### src/design/dwpd_pkg.sv
// Shared widths, register codes, reset values and types of the dual wheel drive.
package dwpd_pkg;

    localparam int POS_W       = 32;
    localparam int GAIN_W      = 12;
    localparam int ILIM_W      = 15;
    localparam int OLIM_W      = 8;
    localparam int INTEG_W     = 16;
    localparam int DRIVE_W     = 9;
    localparam int DUTY_W      = 8;
    localparam int DIFF_W      = POS_W + 1;
    localparam int PROD_W      = DIFF_W + GAIN_W + 1;
    localparam int ISUM_W      = PROD_W + 1;
    localparam int SUM_W       = PROD_W + 2;
    localparam int DRIVE_SHIFT = 3;

    localparam int CFG_IDX_W  = 3;
    localparam int CFG_DATA_W = ILIM_W;

    localparam logic [CFG_IDX_W-1:0] REG_P_GAIN    = 3'd0;
    localparam logic [CFG_IDX_W-1:0] REG_I_GAIN    = 3'd1;
    localparam logic [CFG_IDX_W-1:0] REG_D_GAIN    = 3'd2;
    localparam logic [CFG_IDX_W-1:0] REG_I_LIMIT   = 3'd3;
    localparam logic [CFG_IDX_W-1:0] REG_OUT_LIMIT = 3'd4;

    localparam logic [GAIN_W-1:0] RESET_P_GAIN    = 12'd200;
    localparam logic [GAIN_W-1:0] RESET_I_GAIN    = 12'd25;
    localparam logic [GAIN_W-1:0] RESET_D_GAIN    = 12'd240;
    localparam logic [ILIM_W-1:0] RESET_I_LIMIT   = 15'd128;
    localparam logic [OLIM_W-1:0] RESET_OUT_LIMIT = 8'd150;

    localparam logic [DUTY_W-1:0] DUTY_FULL = 8'd255;

    typedef struct packed {
        logic [GAIN_W-1:0] proportional_gain;
        logic [GAIN_W-1:0] integral_gain;
        logic [GAIN_W-1:0] derivative_gain;
        logic [ILIM_W-1:0] integral_limit;
        logic [OLIM_W-1:0] output_limit;
    } gains_t;

    // Pipeline control shared by both wheels.
    typedef struct packed {
        logic advance;
        logic in_valid;
        logic s1_valid;
        logic s2_valid;
    } stage_ctl_t;

endpackage

### src/design/dwpd_wheel.sv
// One wheel: difference, multiply and accumulate/clamp/duty stages.
module dwpd_wheel (
    input  logic                                  clk,
    input  logic                                  rst_n,
    input  dwpd_pkg::stage_ctl_t                  ctl,
    input  dwpd_pkg::gains_t                      gains,
    input  logic signed [dwpd_pkg::POS_W-1:0]     position,
    input  logic signed [dwpd_pkg::POS_W-1:0]     target,
    output logic signed [dwpd_pkg::DRIVE_W-1:0]   drive,
    output logic        [dwpd_pkg::DUTY_W-1:0]    duty_a,
    output logic        [dwpd_pkg::DUTY_W-1:0]    duty_b
);
    import dwpd_pkg::*;

    logic signed [POS_W-1:0]   prev_reg;
    logic signed [DIFF_W-1:0]  vel_reg;
    logic signed [DIFF_W-1:0]  err_reg;
    logic signed [PROD_W-1:0]  pterm_reg;
    logic signed [PROD_W-1:0]  iterm_reg;
    logic signed [PROD_W-1:0]  dterm_reg;
    logic signed [INTEG_W-1:0] integ_reg;
    logic signed [INTEG_W-1:0] integ_next;
    logic signed [DRIVE_W-1:0] drive_reg;
    logic signed [DRIVE_W-1:0] drive_next;
    logic [DUTY_W-1:0]         duty_a_reg;
    logic [DUTY_W-1:0]         duty_b_reg;
    logic [DUTY_W-1:0]         duty_a_next;
    logic [DUTY_W-1:0]         duty_b_next;

    logic signed [ISUM_W-1:0]  integ_sum;
    logic signed [ISUM_W-1:0]  ilim_s;
    logic signed [ISUM_W-1:0]  integ_clamp;
    logic signed [SUM_W-1:0]   total;
    logic signed [SUM_W-1:0]   bias;
    logic signed [SUM_W-1:0]   quot;
    logic signed [SUM_W-1:0]   olim_s;
    logic signed [SUM_W-1:0]   drive_clamp;
    logic signed [DRIVE_W-1:0] drive_neg;

    logic s1_en;
    logic s2_en;
    logic s3_en;

    assign s1_en = ctl.advance && ctl.in_valid;
    assign s2_en = ctl.advance && ctl.s1_valid;
    assign s3_en = ctl.advance && ctl.s2_valid;

    // Stage 1: velocity and error
    always_ff @(posedge clk or negedge rst_n)
    begin
        if (!rst_n)
        begin
            prev_reg <= '0;
        end
        else if (s1_en)
        begin
            prev_reg <= position;
        end
    end

    always_ff @(posedge clk)
    begin
        if (s1_en)
        begin
            vel_reg <= DIFF_W'(prev_reg) - DIFF_W'(position);
            err_reg <= DIFF_W'(position) - DIFF_W'(target);
        end
    end

    // Stage 2: gain products
    always_ff @(posedge clk)
    begin
        if (s2_en)
        begin
            pterm_reg <= PROD_W'(err_reg) *
                         PROD_W'(signed'({1'b0, gains.proportional_gain}));
            iterm_reg <= PROD_W'(err_reg) *
                         PROD_W'(signed'({1'b0, gains.integral_gain}));
            dterm_reg <= PROD_W'(vel_reg) *
                         PROD_W'(signed'({1'b0, gains.derivative_gain}));
        end
    end

    // Stage 3: integral clamp, drive, duty mapping
    always_comb
    begin
        integ_sum = ISUM_W'(integ_reg) + ISUM_W'(iterm_reg);
        ilim_s    = signed'(ISUM_W'(gains.integral_limit));
        if (integ_sum > ilim_s)
            integ_clamp = ilim_s;
        else if (integ_sum < -ilim_s)
            integ_clamp = -ilim_s;
        else
            integ_clamp = integ_sum;
        integ_next = integ_clamp[INTEG_W-1:0];

        total = SUM_W'(pterm_reg) + SUM_W'(integ_next) - SUM_W'(dterm_reg);
        // truncate toward zero: bias negative sums before the arithmetic shift
        bias = '0;
        bias[DRIVE_SHIFT-1:0] = {DRIVE_SHIFT{total[SUM_W-1]}};
        quot = (total + bias) >>> DRIVE_SHIFT;

        olim_s = signed'(SUM_W'(gains.output_limit));
        if (quot > olim_s)
            drive_clamp = olim_s;
        else if (quot < -olim_s)
            drive_clamp = -olim_s;
        else
            drive_clamp = quot;
        drive_next = drive_clamp[DRIVE_W-1:0];
        drive_neg  = -drive_next;

        duty_a_next = duty_a_reg;
        duty_b_next = duty_b_reg;
        if (drive_next > 0)
        begin
            duty_a_next = DUTY_FULL - drive_next[DUTY_W-1:0];
            duty_b_next = DUTY_FULL;
        end
        else if (drive_next < 0)
        begin
            duty_a_next = DUTY_FULL;
            duty_b_next = DUTY_FULL - drive_neg[DUTY_W-1:0];
        end
    end

    always_ff @(posedge clk or negedge rst_n)
    begin
        if (!rst_n)
        begin
            integ_reg  <= '0;
            duty_a_reg <= '0;
            duty_b_reg <= '0;
        end
        else if (s3_en)
        begin
            integ_reg  <= integ_next;
            duty_a_reg <= duty_a_next;
            duty_b_reg <= duty_b_next;
        end
    end

    always_ff @(posedge clk)
    begin
        if (s3_en)
        begin
            drive_reg <= drive_next;
        end
    end

    assign drive  = drive_reg;
    assign duty_a = duty_a_reg;
    assign duty_b = duty_b_reg;

endmodule

### config.mk
export PLATFORM = sky130hd
export DESIGN_NAME = dwpd_wheel
export DESIGN_NICKNAME = d
export VERILOG_FILES = /design/src/design/dwpd_pkg.sv /design/src/design/dwpd_wheel.sv
export SDC_FILE = /design/constraint.sdc
export NUM_CORES = 2
export LEC_CHECK = 0
export ABC_CLOCK_PERIOD_IN_PS = 14700
export BUFFER_PORTS_ARGS = -buffer_cell sky130_fd_sc_hd__buf_2
export CORE_UTILIZATION = 30
export CTS_BUF_LIST = sky130_fd_sc_hd__clkbuf_2
export DETAILED_ROUTE_END_ITERATION = 8
export PLACE_DENSITY_LB_ADDON = 0.15
export SLEW_MARGIN = 20
export SYNTH_ARGS = -nofsm -noshare
export SYNTH_HDL_FRONTEND = slang
export SYNTH_SLANG_ARGS = --single-unit
export TNS_END_PERCENT = 5
### constraint.sdc
create_clock -name clk -period 14.7 [get_ports clk]
set_clock_uncertainty 0.2 [all_clocks]
set_input_delay 3.675 -clock clk [delete_from_list [all_inputs] [get_ports clk]]
set_output_delay 3.675 -clock clk [all_outputs]
set_load 0.05 [all_outputs]
After elaboration in Yosys (flattened, before gate mapping)
Cells that the tools add are included.
- multiply operators: 3
- add/sub/neg operators: 11
- multiplexer cells: 8
- $lt $le $gt $ge: 6
- reduce and logical (&&, ||, !) cells: 5
- operator list (operator ; count):
    multiplier 33 x 13 -> 46 bit ; 3
    subtractor 32 x 32 -> 33 bit ; 2
    adder 48 x 4 -> 48 bit ; 1
    < comparator 45 x 48 -> 1 bit ; 1
    negator 8 -> 48 bit ; 1
    subtractor 47 x 46 -> 48 bit ; 1
    adder 16 x 46 -> 47 bit ; 1
    adder 46 x 16 -> 47 bit ; 1
    > comparator 47 x 16 -> 1 bit ; 1
    < comparator 47 bit ; 1
    negator 15 -> 47 bit ; 1
    > comparator 45 x 9 -> 1 bit ; 1
    2-to-1 mux 16 bit ; 2
    2-to-1 mux 8 bit ; 4
    2-to-1 mux 9 bit ; 2
    subtractor 8 bit (first input constant) ; 2
    > comparator 9 x 1 -> 1 bit (second input constant) ; 1
    < comparator 9 x 1 -> 1 bit (second input constant) ; 1
    negator 8 bit ; 1
    logical AND 1 bit ; 3
    AND reduction 2 bit ; 1
    nonzero test 2 bit ; 1
- flip-flop bits (word level): 277
- word-level logic and storage cells: 43
- output and inout bits: 25

Logic depth before layout (Yosys ltp)
- word-level depth: 14
- gate-level depth with buffers: 66
- gate-level depth less buffers: 61

Worst setup path after synthesis
No wires, ideal clock.
- kind: input -> register
- start: in gains[8] (netlist name)
- end: reg duty_a_reg[6] (netlist: duty_a[6])
- required time: 14345 ps
- setup time: 155 ps
- arrival time: 16575 ps
- setup slack: -2229 ps
- stages on the path: 62
- cells stage by stage: inv_1 ha_1 nand3_1 or3_1 or3_1 or3_1 nand2b_1 nor4_1 and2_1 ha_1 a21o_1 a21o_1 a21o_1 a21o_1 a21oi_1 nor2b_1 o21ai_0 nand2_1 (+26 left out) a21o_1 a21o_1 a21oi_1 nor2b_1 o21ai_0 nand2b_1 a311oi_1 nor2_1 a31oi_1 clkbuf_1 nor2b_1 mux2i_1 ha_1 inv_1 o41a_4 buf_6 nor3_2 a31oi_1
- cells in the longest elaborated chain, start to end: 13
- elaborated cells between the ends (all ways): 18
- classes of those cells: add/sub (5); order compare (6); mux (5); reduce/logical (2)
- ends and longest elaborated chain (element ; line ; text):
    start, declared ; dwpd_wheel.sv:6 ; input dwpd_pkg::gains_t gains,
    negator 15 -> 47 bit ; dwpd_wheel.sv:92 ; integ_clamp = -ilim_s;
    < comparator 47 bit ; dwpd_wheel.sv:91 ; else if (integ_sum < -ilim_s)
    2-to-1 mux 16 bit ; dwpd_wheel.sv:91 ;
    2-to-1 mux 16 bit (*) ; dwpd_wheel.sv:89 ; if (integ_sum > ilim_s)
    adder 46 x 16 -> 47 bit (*) ; dwpd_wheel.sv:97 ; total = SUM_W'(pterm_reg) + SUM_W'(integ_next) - SUM_W'(dterm_reg);
    subtractor 47 x 46 -> 48 bit (*) ; dwpd_wheel.sv:97 ;
    adder 48 x 4 -> 48 bit (*) ; dwpd_wheel.sv:101 ; quot = (total + bias) >>> DRIVE_SHIFT;
    < comparator 45 x 48 -> 1 bit ; dwpd_wheel.sv:106 ; else if (quot < -olim_s)
    2-to-1 mux 9 bit ; dwpd_wheel.sv:106 ;
    2-to-1 mux 9 bit (*) ; dwpd_wheel.sv:104 ; if (quot > olim_s)
    > comparator 9 x 1 -> 1 bit or < comparator 9 x 1 -> 1 bit (tied branches) ; dwpd_wheel.sv:115, dwpd_wheel.sv:120 ;
    nonzero test 2 bit (no source line) ; -- ;
    AND reduction 2 bit (no source line) ; -- ;
    end signal, assigned ; dwpd_wheel.sv:138 ; duty_a_reg <= duty_a_next;
    end, declared ; dwpd_wheel.sv:25 ; logic [DUTY_W-1:0] duty_a_reg;
Every way passes the cells marked *; elsewhere a longest branch is shown, timed or not.
A chain may end at the register's enable or synchronous reset.

Final worst setup path
- start: in gains[8] (netlist name)
- end: reg duty_a_reg[4] (netlist: duty_a[4])
The elaborated chain is that of the path after synthesis.

==> results_dict.tcl <==
set metrics [dict create \
    slew_headroom_pct 27.1 \
    worst_slew_pin_slew_ps 1090 \
    timing.reg2reg.setup_slack_ps 860 \
    synth_area_leaders "fa_1, ha_1, edfxtp_1" \
    first_pass_iters 7 \
    grt_max_degree 67 \
    dpl_cell_area_sq_um 71400 \
    rsz0062_at_grt "true" \
    drt_iter0_drc 2571 \
    start_kind "input port" \
    fin_nets 9401 \
    max_freq_mhz 69.1 \
    drv_slew 0 \
    worstSetupEndpointType "flip-flop" \
    crit_family "compound AO/OA/AOI/OAI gates" \
    clock_path_buffers 3 \
    first_global_vias 52300 \
    dieArea_sq_um 215000 \
    whs_path_depth 2 \
    drc 38 \
    cts_root_buf "clkbuf_2" \
    cts_sinks 277 \
    yosysSeqAreaShare_pct 12.5 \
    areaGrowthSynthToFinish_pct 14.7 \
    cp.required_ps 15870 \
    clk_pin_slew_ps 100 \
    syn_area_per_cell_sq_um 9.06 \
    drive_above_1_share_pct 14.5 \
    synth.distinct_cells 112 \
    dp_hpwl_microns 152000 \
    start_util_pct 30.2 \
    rr_worst_depth 68 \
    cts_tree "done" \
    synthesis.area_sq_um 64000 \
    synth_top_area_share_pct 34.2 \
    grtUsageTotal_pct 17.4 \
    fin_area_sq_um 73400 \
    slowest_stage "o41a_4" \
    path_max_fanout 8 \
    clk-insertion-delay-late_ps 1500 \
    timing.rr.start "iterm_reg[0]" \
    layout_common_cells "inv_1, fa_1, nand2_1" \
    finalCritPeriodShare_pct 98.4 \
    cts_buffers 88 \
    routabilityCongestion 0.842 \
    finalHoldViolCount 0 \
    synthCells 7064 \
    io_buffers 153 \
    detail-route-antenna-nets 0 \
    slowest_delay_ps 520 \
    yosys.area.top_type "fa_1" \
    cts_hold_buf 0 \
    core_area_sq_um 212000 \
    cap_violations 0 \
    arrival_ps 15640 \
    yosysWarningCount 0 \
    htreeDepth 3 \
    status "finished with violations" \
    synth_edf_count 213 \
    routed-via-count 49300 \
    holdPathEnd "prev_reg[27]" \
    grt-ovfl-total 0 \
    io_pins 154 \
    syn-num-nets 8868 \
    via_per_inst 4.69 \
    period_minus_slack_ps 14470 \
    criticalPathCategory "in -> reg" \
    timing.critical_path.mode_cell "a21o_1" \
    layout_commonest_cell "inv_1" \
    ys_seq_elements 277 \
    hp-start "prev_reg[27]" \
    r2r_end "duty_a[4]" \
    antenna_found_initial 23 \
    ys_async_sr_fraction_pct 23.1 \
    setup_viol 0 \
    rows 169 \
    violations "design-rule violations" \
    grt_pass1_wl_microns 295000 \
    ys.flop_type "edfxtp_1" \
    fp.dieW_microns 464 \
    path_buf_inv 12 \
    wl_per_cell_microns 17.6 \
    hold_path_class "reg -> reg" \
    wl_microns 185000 \
    chipHeight_microns 464 \
]
[per-layer routing]
layer	vias to the layer above	GRT usage [%]	routed length, microns
li1	23500	-	-
met1	24700	23.6	85800
met2	803	28.8	86200
met3	229	2.02	6570
met4	20	5.70	5810
met5	-	0	119
[per-stage QoR]
stage / setup TNS, ps / hold WS (ps) / utilization, % / instances / setup WS [ps]
after floorplan: -12900 / 250 / - / 7064 / -827
after global placement: -30960 / 266 / 33.7 / 10300 / -1490
after detailed placement: -35200 / 274 / 33.7 / 10300 / -1660
after CTS: 0 / 292 / 34.1 / 10400 / 35.7
after global routing: -2260 / 316 / 34.6 / 10500 / -190
final: 0 / 289 / 34.6 / 10500 / 230
[worst min-delay path: stages, from the launching register on]
cell	delay (ps)
dfrtp_1	350
nand2_1	50
o21ai_0	60
[cell type report]
type | instances | area, sq um
Antenna cell | 12 | 30.0
Clock buffer | 131 | 656
Clock inverter | 30 | 159
Fill cell | 22100 | 139000
Inverter | 1351 | 5080
Multi-Input combinational cell | 5168 | 50800
Sequential cell | 277 | 8000
Tap cell | 2821 | 3530
Timing Repair Buffer | 711 | 5150
[what timing repair did]
item                                    in CTS  in global routing
hold endpoints to repair                     0                  0
endpoints found under the setup margin      11                 24
buffers inserted                             0                 42
pin swaps                                    0                 94
gates cloned                                 0                  1
gates resized for setup                      1                148
[kinds of logic after synthesis]
family	after synthesis	synth area share [%]
buf+inv	1619	9.62
flops	277	12.5
fa+ha+maj	1676	45.6
xor+xnor	288	4.00
compound gates	925	9.60
simple gates	2228	17.9
mux	51	0.843
[how the worst max path moves through the flow]
stage | startpoint | to | slack, ps | depth (start not counted)
floorplan | gains[9] | duty_a[6] | -830 | 63
global placement | gains[9] | duty_b[5] | -1490 | 61
detailed placement | gains[9] | duty_b[3] | -1660 | 61
CTS | gains[9] | duty_a[6] | 40 | 61
global route | gains[8] | duty_b[0] | -190 | 64
finish | gains[8] | duty_a[4] | 230 | 68
[cell usage after synthesis (all sizes together), types with 7 or more instances]
master   number
o311ai        7
a31oi        35
o31a         10
fa         1093
nor3b        16
buf          25
nand4        41
xor2         80
o21ai       192
xnor2       207
or4          15
nand3        99
nand2b       38
a21oi       262
and2        650
mux2i        34
a211o        13
a211oi       22
a2111oi      18
dfrtp        64
mux2         17
or2          25
o21bai       31
a311oi        8
clkbuf      243
nor3        123
a21o        101
o211ai       32
or3          28
and3         49
nor2b        49
a41oi        11
nor4         23
o31ai        18
nand2       787
o21a         63
o2111ai      15
a21boi       20
nor2        255
inv        1351
and4          7
ha          582
edfxtp      213
Power is left out: the tool's default activity adds up to more than one toggle a clock period on the data nets, which glitch-free logic cannot reach.
